**config.mk**
```make
export PLATFORM = sky130hd
export DESIGN_NAME = sps_front
export DESIGN_NICKNAME = d
export VERILOG_FILES = /design/src/hdl/sps_pkg.sv /design/src/hdl/sps_front.sv
export SDC_FILE = /design/constraint.sdc
export NUM_CORES = 1
export LEC_CHECK = 0
export ABC_AREA = 0
export BUFFER_PORTS_ARGS = -buffer_cell sky130_fd_sc_hd__clkbuf_2
export CORE_MARGIN = 3
export CORE_UTILIZATION = 47
export DETAILED_ROUTE_END_ITERATION = 6
export PLACE_DENSITY = 0.77
export SLEW_MARGIN = 20
export SYNTH_ARGS = -nofsm -noshare
export SYNTH_HDL_FRONTEND = slang
export SYNTH_SLANG_ARGS = --single-unit
export TNS_END_PERCENT = 1
```
**constraint.sdc**
```tcl
create_clock -name clk -period 4.47 [get_ports clk]
set_clock_uncertainty 0.1 [all_clocks]
set_input_delay 0.2235 -clock clk [delete_from_list [all_inputs] [get_ports clk]]
set_output_delay 0.2235 -clock clk [all_outputs]
set_load 0.02 [all_outputs]
```
**src/hdl/sps_pkg.sv**
```systemverilog
`timescale 1ns / 1ps
// ----------------------------------------------------------------------------
// sps_pkg
// Shared types and constants for the scaled periodic sine generator.
// ----------------------------------------------------------------------------
package sps_pkg;

  // Default widths
  localparam int DW_DEFAULT  = 32;
  localparam int SFB_DEFAULT = 16;
  localparam int MAX_DW      = 48;

  // Configuration register indexes
  localparam int CFG_IDX_W = 2;
  localparam logic [CFG_IDX_W-1:0] REG_PERIOD    = 2'd0;
  localparam logic [CFG_IDX_W-1:0] REG_OFFSET    = 2'd1;
  localparam logic [CFG_IDX_W-1:0] REG_AMPLITUDE = 2'd2;

  // Register reset values
  localparam logic [30:0] PERIOD_RST    = 31'd131072;
  localparam logic [31:0] OFFSET_RST    = 32'd0;
  localparam logic [31:0] AMPLITUDE_RST = 32'd65536;

  // Queue between front and back
  localparam int QDEPTH = 4;

  // Fixed point constants: one in Q1.30 and pi/2 in Q1.30
  localparam logic [30:0] Q30_ONE = 31'h4000_0000;
  localparam logic [30:0] HALF_PI = 31'd1686629713;

  // Horner divisors and their floor(2^32 / d) reciprocals
  localparam int HORNER_N = 6;
  localparam logic [7:0]  HDIV  [HORNER_N] = '{8'd156, 8'd110, 8'd72, 8'd42, 8'd20, 8'd6};
  localparam logic [29:0] RECIP [HORNER_N] = '{30'd27531841, 30'd39045157, 30'd59652323,
                                               30'd102261126, 30'd214748364, 30'd715827882};

  // Beat passed from front to back: sign and magnitude of (position - offset)
  typedef struct packed {
    logic        dneg;
    logic [32:0] num;
  } sps_item_t;

  // Working set of one back-end pipeline stage
  typedef struct packed {
    logic              dneg;
    logic [32:0]       num;
    logic [30:0]       rem;
    logic [31:0]       quo;
    logic [1:0]        quad;
    logic [30:0]       t;
    logic [31:0]       t2;
    logic [30:0]       v;
    logic [32:0]       x;
    logic [63:0]       m;
    logic [MAX_DW-1:0] res;
    logic              sat;
  } sps_stage_t;

endpackage

```
**src/hdl/sps_front.sv**
```systemverilog
`timescale 1ns / 1ps
// ----------------------------------------------------------------------------
// sps_front
// Accepts positions, forms position - offset and splits it into sign and
// magnitude for the back end.
// ----------------------------------------------------------------------------
module sps_front (
  input  logic                clk,
  input  logic                rst_n,
  input  logic                in_valid,
  output logic                in_ready,
  input  logic [31:0]         in_position,
  input  logic [31:0]         phase_offset,
  output logic                push,
  output sps_pkg::sps_item_t  push_item,
  input  logic                q_ready
);
  import sps_pkg::*;

  logic        fv_r;
  sps_item_t   fitem_r;
  logic [32:0] diff;
  sps_item_t   item_nxt;

  // Difference at 33 bits, then sign and magnitude
  always_comb begin
    diff          = {in_position[31], in_position} - {phase_offset[31], phase_offset};
    item_nxt.dneg = diff[32];
    item_nxt.num  = diff[32] ? (33'd0 - diff) : diff;
  end

  assign in_ready  = !fv_r || q_ready;
  assign push      = fv_r && q_ready;
  assign push_item = fitem_r;

  // Hold the beat until the queue takes it
  always_ff @(posedge clk) begin
    if (!rst_n) begin
      fv_r <= 1'b0;
    end else if (in_ready) begin
      fv_r <= in_valid;
    end
  end

  always_ff @(posedge clk) begin
    if (in_ready && in_valid) begin
      fitem_r <= item_nxt;
    end
  end

endmodule

```
-- Word level (Yosys, flattened, before mapping)
Index checks and enable logic that the tools add are counted.
- logic and storage cells: 11
- register bits after elaboration: 35
- $add $sub $neg: 2
- reduce and logical (&&, ||, !) cells: 4
- muxes and demuxes: 1
- operator list (cell ; number):
    subtractor 1 x 33 -> 33 bit, first input constant ; 1
    subtractor 32 x 32 -> 33 bit ; 1
    2-to-1 mux 32 bit ; 1
    logical AND 1 bit ; 2
    logical NOT 1 bit ; 1
    logical OR 1 bit ; 1

-- Logic depth before layout (Yosys ltp)
- depth after elaboration: 3
- gate-level depth with buffers: 14

-- Least setup slack after synthesis
OpenSTA, ideal clock, no wires.
- path kind: input to register
- start point: input port in_position[0]
- end point: register fitem_r, in the netlist push_item[28] (data pin)
- path slack: 946 ps
- data arrival time: 3164 ps
- library setup time: 259 ps
- stages: 12
- buffers on the path: 0
- cells stage by stage: inv_1 ha_1 fa_1 nand2b_1 a21bo_2 a2111oi_0 nor2_1 xnor2_1 or4b_4 nor4b_4 a41oi_1 xnor2_1
- RTL lines (element ; line ; RTL):
    from (decl) ; sps_front.sv:12 ; input logic [31:0] in_position,
    to (signal assigned) ; sps_front.sv:47 ; fitem_r <= item_nxt;
    to (decl) ; sps_front.sv:21 ; sps_item_t fitem_r;

==> reports/qor.yml <==
critical_path:
  timing.critical_path.from_type: "input pin"
  critPathKind: "input pin to flop"
  critical_path.endpoint_type: "flop"
  critPathArrivalTime_ps: 3550
  cp.required_ps: 4390
  cp_max_fo: 25
outcome:
  status: "completed"
synthesis:
  yosys-top-cells-area: "edfxtp_1, ha_1, xnor2_1, a21oi_1, o21ai_0"
  syn-mean-instance-area_um2: 8.156
  ys.warnings.count: 0
  syn_inst: 521
  synthesis.nets: 623
  synth-main-ff-cell: "edfxtp_1"
  edff_count_synth: 34
  synth_largest_type_area_fraction_pct: 24.03
  mappedNetlistArea_um2: 4249
  synth_largest_area_cell: "edfxtp_1"
  postSynthRegisterBits: 35
  yosys.cell_types.count: 74
  synth_sequential_area_ratio_pct: 24.50
  postSynth.asyncResetShare_pct: 0
cts:
  post_cts_resized: 0
  tritoncts: "built"
  clkLatencyLatePin_ps: 270
  cts_sinks: 35
  cts-root-buf: "clkbuf_8"
  htree_levels: 2
  clkTransAtPathRegs_ps: 60
  clockBufferDepth: 2
  post_cts.repair.setup_buffers: 0
  cts_made_buffers: 5
  quantity_of_hold_fixing_buffers_added_after_cts: 0
sta:
  totalNegativeSetupSlack_ps: 0
  max_clock_freq_mhz: 275.2
  share_of_the_clock_period_used_by_the_worst_path_after_layout_pct: 81.30
  final_hold_viol_count: 0
  max-slew-margin-rel_pct: 41.98
  setup_viol: 0
  grt_setup_unrepaired: "no"
  slew_violations: 0
  fin_crit_ps: 3634
  max_slew.worst_pin.slew_ps: 862.4
grt:
  maximum_number_of_pins_on_one_net_before_global_route_repair: 35
  wire_length_of_the_first_global_routing_pass_um: 18070
  grt.overflow.total: 0
  antenna_found_initial: 0
  first_global_vias: 3983
  globalRouteTotalUtil_pct: 21.31
route:
  drt-pass1-iter-count: 5
  drtAntennaViolNets: 0
  dr_total_vias: 4338
  avgViaCountPerCell: 5.959
  drc: 0
  total_routed_wirelength_um: 10900
  initial_drc_count: 264
  wire_per_inst_um: 14.97
floorplan:
  die_x_um: 101.1
  core_um2: 8763
  initial_core_util_pct: 48.49
  fp.dieArea_um2: 10220
  ios: 104
  rows: 34
  dieHeight_um: 101.1
layout:
  num-nets-final: 721
  synthToLayoutAreaGrowth_pct: 15.87
  final_layout_size_suffix_gt1_share_pct: 20.00
  commonest_cells_after_routing_fill_and_taps_aside: "clkbuf_2, a21oi_1, nand2_1"
  stdcell_count: 728
  most_common_cell_after_layout_fill_and_taps_aside: "clkbuf_2"
  antenna_cells: 0
pwr:
  ir_drop_uv: 117.6
  leakage_nw: 2.176
  report.power.total_mw: 1.399
  cellPowerDensity_nw_per_um2: 284.2
job:
  drv_cap: 0
placed_design:
  place.port_buffers: 103
  dpl.hpwl_um: 9139
  replace_congestion: 0.8666
  dp.cells: 720
min_path:
  hold_path.class: "input pin to flop"
state kept, by name, indices dropped and copies added (netlist names):
| name | flops |
|---|---|
| push_item | 34 |
| fv_r | 1 |
cell families (layout without fill, tap and decap cells):
group / Yosys count / in the layout / share of synthesized area [%]
AO/OA/AOI/OAI: 180 / 180 / 29.06
AND/OR/NAND/NOR: 177 / 177 / 22.47
buffers and inverters: 53 / 152 / 5.065
XOR/XNOR: 40 / 40 / 8.245
flip-flops: 35 / 35 / 24.50
adder cells (fa/ha/maj): 34 / 34 / 10.19
multiplexers: 2 / 2 / 0.4712
cell usage after synthesis (7+ instances only):
library cell / n
a21oi_1: 48
nand2_1: 41
o21ai_0: 34
nand3_1: 10
a211oi_1: 10
and2_1: 16
nor2_1: 34
and3_1: 7
xor2_1: 11
inv_1: 39
clkbuf_1: 10
nand4_1: 10
nor3_1: 13
edfxtp_1: 34
xnor2_1: 29
a21o_1: 12
ha_1: 33
or3_1: 8
a21boi_0: 7
path summary, 6_finish.rpt:
check | cells past startpoint | end | from | slack, ps
min | 2 | fv_r$_SDFFE_PN0N_ | rst_n | 90
max | 14 | push_item[20]$_DFFE_PP_ | in_position[0] | 840
max reg2reg | 3 | push_item[17]$_DFFE_PP_ | fv_r$_SDFFE_PN0N_ | 3130
min reg2reg | 2 | fv_r$_SDFFE_PN0N_ | fv_r$_SDFFE_PN0N_ | 450
layout make-up:
| cell class | count | area (um2) |
|---|---|---|
| Sequential cell | 35 | 1041 |
| Fill cell | 824 | 3840 |
| Tap cell | 108 | 135.1 |
| Clock buffer | 7 | 76.32 |
| Clock inverter | 1 | 5.005 |
| Inverter | 40 | 150.1 |
| Timing Repair Buffer | 104 | 523.0 |
| Multi-Input combinational cell | 433 | 2993 |
where the power goes:
part | total [mW] | internal (mW) | leakage, nW | switching (mW)
sequential | 0.458 | 0.445 | 0.337 | 0.0127
combinational | 0.733 | 0.279 | 1.80 | 0.454
clock | 0.208 | 0.109 | 0.0422 | 0.0992
total | 1.40 | 0.833 | 2.18 | 0.566
through the flow:
step / cell area, um2 / setup slack [ps] / utilization (%) / hold slack (ps)
2_1_floorplan: 4249 / 946.3 / - / 262.3
3_3_place_gp: 4842 / 665.5 / 55.25 / 366.0
3_5_place_dp: 4842 / 594.6 / 55.25 / 377.6
4_1_cts: 4923 / 876.3 / 56.18 / 84.95
5_1_grt: 4923 / 439.5 / 56.18 / 107.2
6_report: 4923 / 836.0 / 56.18 / 91.67
critical path, stage by stage:
cell,delay (ps)
clkbuf_2,70
inv_1,30
ha_1,230
fa_1,420
nand2b_1,200
a21boi_1,330
o211a_1,240
o21ai_0,150
a211o_1,350
a21oi_1,210
or2_2,450
clkinv_1,360
o21ai_0,190
xnor2_1,90
layer usage:
| metal | track usage (%) | part of all wire (%) | vias to the layer above | routed length [um] |
|---|---|---|---|---|
| li1 | - | - | 2161 | - |
| met1 | 30.52 | 47 | 1994 | 5168 |
| met2 | 33.75 | 44 | 168 | 4810 |
| met3 | 2.007 | 6.6 | 15 | 724 |
| met4 | 6.748 | 1.8 | 0 | 192 |
| met5 | 0 | 0 | - | 0 |
(Power assumes the default switching activity.)
