--- config.mk ---
export PLATFORM = sky130hd
export DESIGN_NAME = sps_fifo
export DESIGN_NICKNAME = d
export VERILOG_FILES = /design/src/hdl/sps_pkg.sv /design/src/hdl/sps_fifo.sv
export SDC_FILE = /design/constraint.sdc
export NUM_CORES = 1
export LEC_CHECK = 0
export BUFFER_PORTS_ARGS = -buffer_cell sky130_fd_sc_hd__buf_2
export CAP_MARGIN = 20
export CORE_ASPECT_RATIO = 0.7
export CORE_MARGIN = 4
export CORE_UTILIZATION = 55
export CTS_CLUSTER_DIAMETER = 60
export CTS_CLUSTER_SIZE = 16
export DETAILED_ROUTE_END_ITERATION = 12
export GPL_TIMING_DRIVEN = 0
export PLACE_DENSITY = 0.77
export SLEW_MARGIN = 20
export SYNTH_ARGS = -nofsm -noshare
export SYNTH_HDL_FRONTEND = slang
export SYNTH_SLANG_ARGS = --single-unit
--- constraint.sdc ---
create_clock -name clk -period 2.5 [get_ports clk]
set_input_delay 0.125 -clock clk [delete_from_list [all_inputs] [get_ports clk]]
set_output_delay 0.125 -clock clk [all_outputs]
set_load 0.01 [all_outputs]
--- src/hdl/sps_pkg.sv ---
`timescale 1ns / 1ps
// ----------------------------------------------------------------------------
// sps_pkg
// Shared types and constants for the scaled periodic sine generator.
// ----------------------------------------------------------------------------
package sps_pkg;

  // Default widths
  localparam int DW_DEFAULT  = 32;
  localparam int SFB_DEFAULT = 16;
  localparam int MAX_DW      = 48;

  // Configuration register indexes
  localparam int CFG_IDX_W = 2;
  localparam logic [CFG_IDX_W-1:0] REG_PERIOD    = 2'd0;
  localparam logic [CFG_IDX_W-1:0] REG_OFFSET    = 2'd1;
  localparam logic [CFG_IDX_W-1:0] REG_AMPLITUDE = 2'd2;

  // Register reset values
  localparam logic [30:0] PERIOD_RST    = 31'd131072;
  localparam logic [31:0] OFFSET_RST    = 32'd0;
  localparam logic [31:0] AMPLITUDE_RST = 32'd65536;

  // Queue between front and back
  localparam int QDEPTH = 4;

  // Fixed point constants: one in Q1.30 and pi/2 in Q1.30
  localparam logic [30:0] Q30_ONE = 31'h4000_0000;
  localparam logic [30:0] HALF_PI = 31'd1686629713;

  // Horner divisors and their floor(2^32 / d) reciprocals
  localparam int HORNER_N = 6;
  localparam logic [7:0]  HDIV  [HORNER_N] = '{8'd156, 8'd110, 8'd72, 8'd42, 8'd20, 8'd6};
  localparam logic [29:0] RECIP [HORNER_N] = '{30'd27531841, 30'd39045157, 30'd59652323,
                                               30'd102261126, 30'd214748364, 30'd715827882};

  // Beat passed from front to back: sign and magnitude of (position - offset)
  typedef struct packed {
    logic        dneg;
    logic [32:0] num;
  } sps_item_t;

  // Working set of one back-end pipeline stage
  typedef struct packed {
    logic              dneg;
    logic [32:0]       num;
    logic [30:0]       rem;
    logic [31:0]       quo;
    logic [1:0]        quad;
    logic [30:0]       t;
    logic [31:0]       t2;
    logic [30:0]       v;
    logic [32:0]       x;
    logic [63:0]       m;
    logic [MAX_DW-1:0] res;
    logic              sat;
  } sps_stage_t;

endpackage

--- src/hdl/sps_fifo.sv ---
`timescale 1ns / 1ps
// ----------------------------------------------------------------------------
// sps_fifo
// Short queue that decouples the front end from the back-end pipeline.
// ----------------------------------------------------------------------------
module sps_fifo (
  input  logic               clk,
  input  logic               rst_n,
  input  logic               push,
  input  sps_pkg::sps_item_t push_item,
  output logic               wr_ready,
  input  logic               pop,
  output sps_pkg::sps_item_t head,
  output logic               rd_valid
);
  import sps_pkg::*;

  localparam int PW = $clog2(QDEPTH);

  sps_item_t         mem_r [QDEPTH];
  logic [PW-1:0]     wp_r;
  logic [PW-1:0]     rp_r;
  logic [PW:0]       cnt_r;

  assign wr_ready = (cnt_r != (PW+1)'(QDEPTH));
  assign rd_valid = (cnt_r != '0);
  assign head     = mem_r[rp_r];

  // Advance pointers and count
  always_ff @(posedge clk) begin
    if (!rst_n) begin
      wp_r  <= '0;
      rp_r  <= '0;
      cnt_r <= '0;
    end else begin
      if (push) begin
        wp_r <= wp_r + 1'b1;
      end
      if (pop) begin
        rp_r <= rp_r + 1'b1;
      end
      if (push && !pop) begin
        cnt_r <= cnt_r + 1'b1;
      end else if (pop && !push) begin
        cnt_r <= cnt_r - 1'b1;
      end
    end
  end

  always_ff @(posedge clk) begin
    if (push) begin
      mem_r[wp_r] <= push_item;
    end
  end

  a_cnt_bound: assert property (@(posedge clk) disable iff (!rst_n)
    cnt_r <= (PW+1)'(QDEPTH)) else $error("queue count overflow");

  a_no_underflow: assert property (@(posedge clk) disable iff (!rst_n)
    pop |-> cnt_r != '0) else $error("pop from empty queue");

endmodule

# After elaboration in Yosys (flattened, before gate mapping)
# Memories as Yosys holds them, arrays and structs flattened. A register that Yosys moved wholly into a read port is not among the register bits.
# Cells that the tools add are included.
# word_totals
register_bits	7
ramBits	136
inputBits	38
out_inout_bits	36
elab_cells	21
mem_count	1
# op_classes
add_sub_neg	4
eq_ne	1
n_mux	6
reduce_logical	6
# memory_table
memory	depth	width	read_ports	rd_ports_with_merged_regs	write_ports	line_no	source
mem_r	4	34	1	1	1	sps_fifo.sv:20	sps_item_t mem_r [QDEPTH];
# ops
operator	count
two-way mux 3 bit	2
adder 2 x 1 -> 2 bit (second input constant)	2
two-way mux 2 bit	2
adder 3 x 1 -> 3 bit (second input constant)	1
inequality test 3 bit (second input constant)	1
nonzero test 3 bit	1
subtractor 3 x 1 -> 3 bit (second input constant)	1
logical AND 1 bit	2
logical NOT 1 bit	2
two-way mux 1 bit	2
nonzero test 2 bit	1

# Longest topological paths before layout
# Gate-level depths: netlist of the first run.
# logic_depth
depth_word	4
ltp_mapped	7
mapped_depth_nobuf	7

# Least setup slack after synthesis of the first run
# Ideal clock, no wire load.
# synth_path
path_type	register -> register
startpoint	register wp_r[0]
endpoint	memory mem_r[2][0] (netlist bit), enable pin
setup_ns	0.394
arrival_ns	1.375
required_time_ns	2.106
setup_slack_ns	0.731
stages_incl_launch_ff	4
n_path_buf	0
synth_period_minus_slack_ns	1.769
path_cell_list	dfxtp_1 -> inv_1 -> ha_1 -> and2_1
# synth_rtl
item	line_no	source
from (decl)	sps_fifo.sv:21	logic [PW-1:0] wp_r;
from (signal assigned)	sps_fifo.sv:37	wp_r <= wp_r + 1'b1;
to (decl)	sps_fifo.sv:20	
# Straight into the memory's write port.

==> results of run 1 <==
## cell families after synthesis
group / count (synthesis)
compound gates: 2
fa+ha+maj: 6
mux: 36
simple gates: 16
xor+xnor: 5
flops: 145
buf+inv: 12
## worst register-to-register path, stage by stage, from the launching register on
cell and delay, ps:
dfxtp_1 350, inv_1 100, ha_1 140, and2_2 460, buf_16 230
## where the power goes
group,switching (mW),internal (mW),leakage (nW)
Sequential,0.0371,2.79,1.32
Combinational,0.292,0.315,0.852
Clock,0.895,1.85,0.317
## how the worst min path moves through the flow
stage	slack (ps)	endpoint	cells after the start	startpoint
floorplan	220	mem_r[0][0]	0	push_item[0]
global placement	340	mem_r[1][8]	1	push_item[8]
detailed placement	340	mem_r[0][11]	1	push_item[11]
CTS	6	wp_r[0]	2	rst_n
global route	8	wp_r[0]	2	rst_n
finish	20	wp_r[0]	2	rst_n
## cell type report
| class | count | area, µm² | area share [%] |
|---|---|---|---|
| inverters | 4 | 15.01 | 0.2142 |
| clock inverters | 13 | 216.5 | 3.089 |
| multi-input cells | 65 | 1037 | 14.80 |
| well taps | 124 | 155.1 | 2.214 |
| flip-flops and latches | 145 | 4264 | 60.85 |
| repair buffers | 111 | 800.8 | 11.43 |
| clock buffers | 18 | 429.2 | 6.124 |
| plain buffers | 8 | 90.09 | 1.285 |
## through the flow
step                      util (%)  worst slack [ps]  std cells  hold WS (ps)
after floorplan                  -             730.9        222         223.9
after global placement       63.50             156.4        419         337.4
after detailed placement     64.58             884.2        423         343.9
after CTS                    75.15             452.3        488         5.728
after global routing         75.15             350.3        488         8.216
final                        75.15             501.7        488         16.64
## flip-flops by register name, summed over array words and instances (netlist names), named ones only
register,cells
wp_r,2
rp_r,2
mem_r,136
cnt_r,3
## synthesized netlist by cell type
| cell type | count |
|---|---|
| buf_2 | 3 |
| mux2i_1 | 2 |
| edfxtp_1 | 136 |
| and2_1 | 9 |
| nand2_1 | 2 |
| inv_1 | 4 |
| dfxtp_1 | 9 |
| nor2b_1 | 2 |
| ha_1 | 5 |
| clkbuf_1 | 1 |
| xor2_1 | 3 |
| mux4_1 | 4 |
| a21boi_0 | 1 |
| buf_6 | 1 |
| o21ai_0 | 1 |
| xnor2_1 | 2 |
| fa_1 | 1 |
| buf_12 | 3 |
| nor2_1 | 1 |
| or3_1 | 2 |
| mux4_2 | 30 |
## per-layer routing
metal | up-vias | global-route usage, % | part of all wire [%]
li1 | 1182 | - | -
met1 | 1335 | 23.49 | 44
met2 | 80 | 28.70 | 49
met3 | 11 | 7.565 | 5.8
met4 | 0 | 5.714 | 1.1
met5 | - | 0 | 0
## what timing repair did
item,4_1_cts,5_1_grt
resized for setup,0,0
hold buffers,34,0
hold endpoints to repair,136,0
==> metrics.txt, run 1 <==
total CTS buffers=17; # DRC=0; main combinational cell family by area after synthesis=multiplexers; Critical Path Slowest Stage Cell=mux4_2; mux share of post-synthesis cell area=14.83%; worst path arrival time=1870 ps; Post-Syn Area=5401 µm²; full die area=11500 µm²; post-DR wirelength/cell=19.53 µm; Final Hold Fails=0; clk slew on worst S/H paths=60 ps; Peak Freq=500.4 MHz; XOR/XNOR Fraction of Synth Area=0.8107%; status=complete, no violations; half-perimeter wire length after placement=5902 µm; worst-margin pin slew=499.7 ps; Iter 0 DRT Violations=175; Max-cap violations=0; Slew Viols, Final=0; fill cell count=509; WP buf/inv=3; critical path depth=4; IO buf count=73; commonest non-fill, non-tap cell in the layout=edfxtp_1; Cell Chain, Critical Path=clkbuf_1 > buf_2 > mux4_2 > buf_2; FP Rows=29; Post-CTS Setup Bufs=0; first-pass detailed-route iteration total=4; Worst Hold Class=primary input to flop; max incr delay on CP=380 ps; Post-Synth Simple-Gate Area=1.714%; CTS sink cnt=145; Final Cycle Share=79.93%; Final setup viols=0; clk_lat worst skew=410 ps; Leak=2.492 nW; Setup CP Type=flop to output port; CTS Root Cell=clkbuf_16; clock buffer depth=2; Vias=2608; antenna violations before repair=0; largest net degree at the start of global routing=29; Syn Inst Count=222; R2R cell count=4; sequential area share after synthesis=78.94%; Worst Clk Skew=8.538 ps; Synth Area in Compound Gates=0.2316%; Area contributors post-synth=edfxtp_1 (76%), mux4_2 (13%), dfxtp_1 (3.3%), mux4_1 (1.9%), ha_1 (1.2%); Peak VDD IR=0.9090 mV; CP startpoint kind=flop; most frequent cells in the layout=edfxtp_1 (136), buf_2 (76), dlygate4sd3_1 (34), mux4_2 (30), clkbuf_16 (17); final instance area=7008 µm²; total chip power=6.176 mW; post-synth top area cell=edfxtp_1; share of cells above drive strength 1=40.38%; synthesis-to-finish area growth=29.74%; post-route minimum period=1998 ps; Power Density=881.3 nW/µm²; GRT Total Usage=18.25%; vias in the first global route=2912; # IOs=74; unrepaired setup endpoints after global routing=no; mean post-synth cell area=24.33 µm²; Core Region=9325 µm²; final setup TNS=0 ps; ant diodes=0; total grt overflow=0; adder-cell area share of the yosys netlist=1.529%; CP Data Required Time=2380 ps; RePlAce Congestion=0.7508; Critical Path Sink Type=output port; Detail Route Antenna Nets=0; reg-to-reg slack, setup=910 ps; max_slew headroom=66.69%; chip height=90.91 µm; placed cell area=6022 µm²; Synth top area share=75.61%; Initial Util=57.92%; Post-Syn Nets=266; Via density=5.344; first-pass GRT wire length=15430 µm; nets=396; H-Tree Level Count=4; Critical R2R Capture=mem_r[0][15]; YS warnings=0; Yosys reg bits=145; wirelength, routed=9532 µm; Yosys cell types=21; CTS tree=yes; beginning of the worst register-to-register path=wp_r[0]; cell family with most CP delay=buffers and inverters; crit path max fanout=10; DIE WIDTH=126.4 µm; CP most frequent cell=buf_2; crit path capture=head[3]
Note: power is estimated with default switching activity, not from simulation.
==> run 2, diff against run 1 <==
- ABC_AREA: unset -> 1
- PLACE_DENSITY: 0.77 -> 0.76
- clock period: 2.5 -> 1.9 ns (I/O delays scaled with it)
==> metrics.txt, run 2 <==
Worst Hold Class=primary input to flop; CTS Root Cell=clkbuf_16; Vias=3616 (+39%); GRT Total Usage=21.92% (+3.7 points); HP Start=push; Power Density=1065 nW/µm² (+21%); Slew Viols, Final=0 (unchanged); mean post-synth cell area=14.71 µm² (-40%); # DRC=0 (unchanged); P_int=5.903 mW (+19%); final instance area=7228 µm² (+3.1%); Switching Share=23.32% (+3.5 points); chip height=93.11 µm (+2.4%); max_slew headroom=80.42% (+14 points); CTS sink cnt=145 (unchanged); total CTS buffers=17 (unchanged); # IOs=74 (unchanged); sequential area share after synthesis=74.92% (-4.0 points); Synth top area share=71.75% (-3.9 points); Post-Syn Nets=431 (+62%); asr flop ratio synth=0% (unchanged); IO buf count=73 (unchanged); commonest non-fill, non-tap cell in the layout=edfxtp_1; Critical Path Slowest Stage Cell=dfxtp_1; total chip power=7.698 mW (+25%); Post-synth EDFFs=136 (unchanged); Syn Inst Count=387 (+74%); post-DR wirelength/cell=19.04 µm (-2.5%); Clk network pwr share=41.4% (-3.1 points); Largest regs=mem_r (136), cnt_r (3); Setup CP Type=flop to output port; Yosys reg bits=145 (unchanged); crit path max fanout=10 (unchanged); Iter 0 DRT Violations=318 (+82%); pre-CTS WS=496.2 ps (-387.9 ps); Final Hold Fails=0 (unchanged); Core Region=9910 µm² (+6.3%); most frequent cells in the layout=edfxtp_1 (136), buf_2 (85), o21ai_0 (69), nor2_1 (51), dlygate4sd3_1 (36); Placed Instances=592 (+40%); max incr delay on CP=330 ps (-50 ps); full die area=12070 µm² (+5.0%); synthesis-to-finish area growth=26.99%; Peak Freq=565.1 MHz; Peak VDD IR=1.198 mV (+32%); Final setup viols=0 (unchanged); half-perimeter wire length after placement=7455 µm (+26%); YS warnings=0 (unchanged); first-pass GRT wire length=19660 µm (+27%); most flop-heavy register=mem_r; Top FF cell, synth=edfxtp_1; Flop pwr share=47.9% (+2.2 points); worst-margin pin slew=290.7 ps (-209.0 ps); Cell Chain, Critical Path=buf_6 > clkbuf_2 > o21ai_0 > o22ai_2 > buf_2; clock buffer depth=2 (unchanged); setup ws final=130.4 ps (-371.3 ps); Post-Syn Area=5692 µm² (+5.4%); largest net degree at the start of global routing=32 (+10%); ant diodes=0 (unchanged); CTS tree=yes; CP Data Required Time=1800 ps (-580 ps); Initial Util=57.44% (-0.49 points); beginning of the worst register-to-register path=wp_r[0]; unrepaired setup endpoints after global routing=no; placed cell area=6297 µm² (+4.6%); most numerous cell in the Yosys netlist=edfxtp_1; Max-cap violations=0 (unchanged); fill cell count=624 (+23%); clk_lat worst skew=420 ps (about the same); Area contributors post-synth=edfxtp_1 (72%), o21ai_0 (6.1%), o22ai_2 (4.4%), nor2_1 (3.4%), dfxtp_1 (3.2%); H-Tree Level Count=4 (unchanged); Post-synth top cells=edfxtp_1 (136), o21ai_0 (69), nor2_1 (51); status=complete, no violations; Final Cycle Share=93.14%; RePlAce Congestion=0.7551 (+0.57%); Critical Path Sink Type=output port; Via density=5.479 (+2.5%); Hold WS=65.50 ps (+48.86 ps); Worst Clk Skew=13.65 ps (+5.108 ps); Detail Route Antenna Nets=0 (unchanged); nets=563 (+42%); total grt overflow=0 (unchanged); Final Non-Filler Cells=660 (+35%); vias in the first global route=3766 (+29%); combinational share of power=10.8% (+1.0 points); FP Rows=30 (+3.4%); post-synth top area cell=edfxtp_1; Leak=2.659 nW (+6.7%); max reg flops=136 (unchanged); antenna violations before repair=0 (unchanged); wirelength, routed=12570 µm (+32%); DIE WIDTH=129.6 µm (+2.5%); worst path arrival time=1670 ps (-200 ps); share of cells above drive strength 1=32.89% (-7.5 points); post-route minimum period=1770 ps; CP startpoint kind=flop; Yosys cell types=22 (+4.8%); first-pass detailed-route iteration total=4 (unchanged); clk slew on worst S/H paths=60 ps (about the same); sw power=1.796 mW (+47%)
-- run 2: power groups by stage --
| stage | clock network [mW] | registers (mW) | logic (mW) |
|---|---|---|---|
| global placement | 0 | 3.75 | 0.716 |
| global route | 3.40 | 3.69 | 0.910 |
| CTS | 3.22 | 3.68 | 0.831 |
| floorplan | 0 | 3.74 | 0.442 |
| finish | 3.18 | 3.69 | 0.829 |
| detailed placement | 0 | 3.75 | 0.769 |
-- run 2: kinds of logic after synthesis --
family          count (synthesis)  share of synthesized area [%]
flops                         145                          74.92
compound gates                113                          12.88
simple gates                   84                          6.529
buf+inv                        39                          4.221
fa+ha+maj                       6                          1.451
-- run 2: cell type report --
cell class | count | area (µm²) | area share (%)
clock buffer | 18 | 429.2 | 5.937
inverter | 18 | 72.57 | 1.004
tap | 128 | 160.2 | 2.216
sequential | 145 | 4265 | 59.01
clock inverter | 14 | 140.1 | 1.939
buffer | 21 | 167.7 | 2.320
multi-input combinational | 203 | 1187 | 16.43
timing repair buffer | 113 | 805.8 | 11.15
-- run 2: path summary, 6_finish.rpt --
| kind | end | slack [ps] | cells after the start |
|---|---|---|---|
| worst max-delay path | head[7] | 130 | 5 |
| worst min-delay path | wp_r[0] | 70 | 3 |
| worst max register to register | mem_r[0][13] | 510 | 5 |
| worst min register to register | flop | 500 | 1 |
-- run 2: worst max-delay path, delay by kind of cell (launching register included) --
| family | cells | cell delay [ps] |
|---|---|---|
| buf+inv | 3 | 540 |
| compound gates | 2 | 380 |
| flops | 1 | 330 |
-- run 2: what timing repair did --
item                                   4_1_cts  5_1_grt
setup endpoints to repair                    0        3
resized for setup                            0        1
setup buffers                                0        0
hold buffers                                36        0
endpoints found under the hold margin      141        0
-- run 2: metrics by stage --
step	setup TNS [ps]	util, %
finish	0	72.94
global route	0	72.94
CTS	0	72.93
detailed placement	0	63.55
global placement	-30820	62.74
floorplan	0	-
-- run 2: per-layer routing --
| metal | routed length [µm] | global-route usage, % |
|---|---|---|
| met5 | 0 | 0 |
| met4 | 98 | 5.796 |
| met3 | 888 | 5.651 |
| met2 | 6311 | 37.35 |
| met1 | 5268 | 28.16 |
==> run 3, diff against run 2 <==
- CORE_ASPECT_RATIO: 0.7 -> 1.75
==> metrics.txt, run 3 (synthesized netlist as in run 2, its figures left out) <==
status=complete, no violations; Setup CP Type=flop to output port; wirelength, routed=12130 µm (-3.5%); Hold WS=24.23 ps (-41.27 ps); post-route minimum period=1800 ps (+30.50 ps); half-perimeter wire length after placement=7510 µm (+0.73%); Max-cap violations=0 (unchanged); first-pass GRT wire length=18780 µm (-4.5%); CTS sink cnt=145 (unchanged); setup ws final=99.91 ps (-30.50 ps); GRT Total Usage=20.82% (-1.1 points); Vias=3642 (+0.72%); Post-CTS Setup Bufs=0 (unchanged); Post-CTS Hold Buffers=35 (-2.8%); Placed Instances=589 (-0.51%); # DRC=0 (unchanged); Largest regs=mem_r (136), cnt_r (3); Slew Viols, Final=0 (unchanged); synthesis-to-finish area growth=28.27%; Iter 0 DRT Violations=199 (-37%); Core Region=9970 µm² (+0.61%); Leak=2.704 nW (+1.7%); FP Rows=48 (+60%); H-Tree Level Count=4 (unchanged); IO buf count=73 (unchanged); Final Non-Filler Cells=657 (-0.45%); Peak VDD IR=0.7457 mV (-38%); CP startpoint kind=flop; pre-CTS WS=385.3 ps (-111.0 ps); Final Hold Fails=0 (unchanged); nets=562 (-0.18%); RePlAce Congestion=0.7775 (+3.0%); DIE WIDTH=84.90 µm (-34%); # IOs=74 (unchanged); sw power=1.707 mW (-4.9%); vias in the first global route=3811 (+1.2%); combinational share of power=10.3% (-0.5 points); crit path max fanout=10 (unchanged); total CTS buffers=17 (unchanged); max_slew headroom=71.02% (-9.4 points); share of cells above drive strength 1=32.77% (-0.13 points); Initial Util=57.09% (-0.35 points); Worst Clk Skew=6.443 ps (-7.203 ps); Final setup viols=0 (unchanged); CTS tree=yes; worst-margin pin slew=434.1 ps (+143.4 ps); Worst Hold Class=primary input to flop; largest net degree at the start of global routing=24 (-25%); Power Density=1098 nW/µm² (+3.1%); first-pass detailed-route iteration total=4 (unchanged); chip height=142.6 µm (+53%); antenna violations before repair=0 (unchanged); worst path arrival time=1710 ps (+40 ps); commonest non-fill, non-tap cell in the layout=edfxtp_1; Detail Route Antenna Nets=0 (unchanged); most flop-heavy register=mem_r; Post-CTS Resized=0 (unchanged); total grt overflow=0 (unchanged); clk_lat worst skew=410 ps (about the same); Clk network pwr share=43.7% (+2.3 points); CP Data Required Time=1800 ps (about the same); unrepaired setup endpoints after global routing=no; Post-Route Utilization=73.23% (+0.29 points); clock buffer depth=2 (unchanged); most frequent cells in the layout=edfxtp_1 (136), buf_2 (85), o21ai_0 (69), nor2_1 (51), dlygate4sd3_1 (35); area occupied by multi-input gates=1187 µm² (unchanged); Critical Path Sink Type=output port; full die area=12100 µm² (+0.32%); Switching Share=21.30% (-2.0 points); clk slew on worst S/H paths=60 ps (about the same); Hold Crit Depth=3 (unchanged); post-DR wirelength/cell=18.46 µm (-3.0%); total chip power=8.014 mW (+4.1%); P_int=6.307 mW (+6.9%); CTS Root Cell=clkbuf_16; fill cell count=652 (+4.5%); Flop pwr share=46.0% (-1.9 points); R2R cell count=5 (unchanged); Via density=5.543 (+1.2%); Final Cycle Share=94.74% (+1.6 points); storage element area=4264 µm² (about the same); max reg flops=136 (unchanged); Peak Freq=555.5 MHz (-1.7%)
## run 3: cell count changes in the layout (fill, tap and decap cells not counted)
cell | before | now
dfxtp_1 | 8 | 9
dlygate4sd3_1 | 36 | 35
bufinv_16 | 2 | 4
diode_2 | 0 | 1
clkinvlp_4 | 4 | 1
inv_6 | 3 | 1
buf_16 | 0 | 2
clkbuf_8 | 0 | 4
buf_12 | 7 | 5
clkinv_2 | 4 | 3
dfxtp_2 | 1 | 0
## run 3: layer usage
metal / global-route usage [%] / part of all wire [%] / vias up
met4: 10.76 / 1.4 / 0
li1: - / - / 1700
met1: 22.24 / 37 / 1814
met2: 37.30 / 57 / 114
met3: 5.562 / 4.8 / 14
met5: 0 / 0 / -
## run 3: stage by stage
stage	TNS, ps	cell area [µm²]
final	0	7301
after CTS	0	7298
after floorplan	0	5692
after detailed placement	0	6309
after global placement	-29930	6213
after global routing	0	7298
## run 3: worst paths after layout
| check | startpoint | end | slack [ps] |
|---|---|---|---|
| max | flop | head[25] | 100 |
| min | pop | flop | 20 |
| min reg2reg | rp_r[1] | flop | 490 |
| max reg2reg | wp_r[0] | mem_r[0][32] | 400 |
## run 3: final cells by class
class / count / area share [%]
inverters: 18 / 0.9940
clock inverters: 10 / 2.125
multi-input cells: 203 / 16.26
clock buffers: 22 / 6.632
repair buffers: 112 / 11.11
plain buffers: 21 / 2.296
diodes: 1 / 0.03428
flip-flops and latches: 145 / 58.41
well taps: 125 / 2.142
## run 3: power by group through the flow
stage	clock, mW	sequential (mW)	combinational [mW]
global placement	0	3.75	0.717
CTS	3.53	3.69	0.828
global route	3.66	3.70	0.903
floorplan	0	3.74	0.442
detailed placement	0	3.75	0.768
finish	3.51	3.69	0.822
## run 3: worst max-delay path: stages, from the launching register on
cell     delay [ps]
dfxtp_1         390
inv_2           150
buf_2           240
o21ai_0         160
o22ai_1         180
buf_2           170
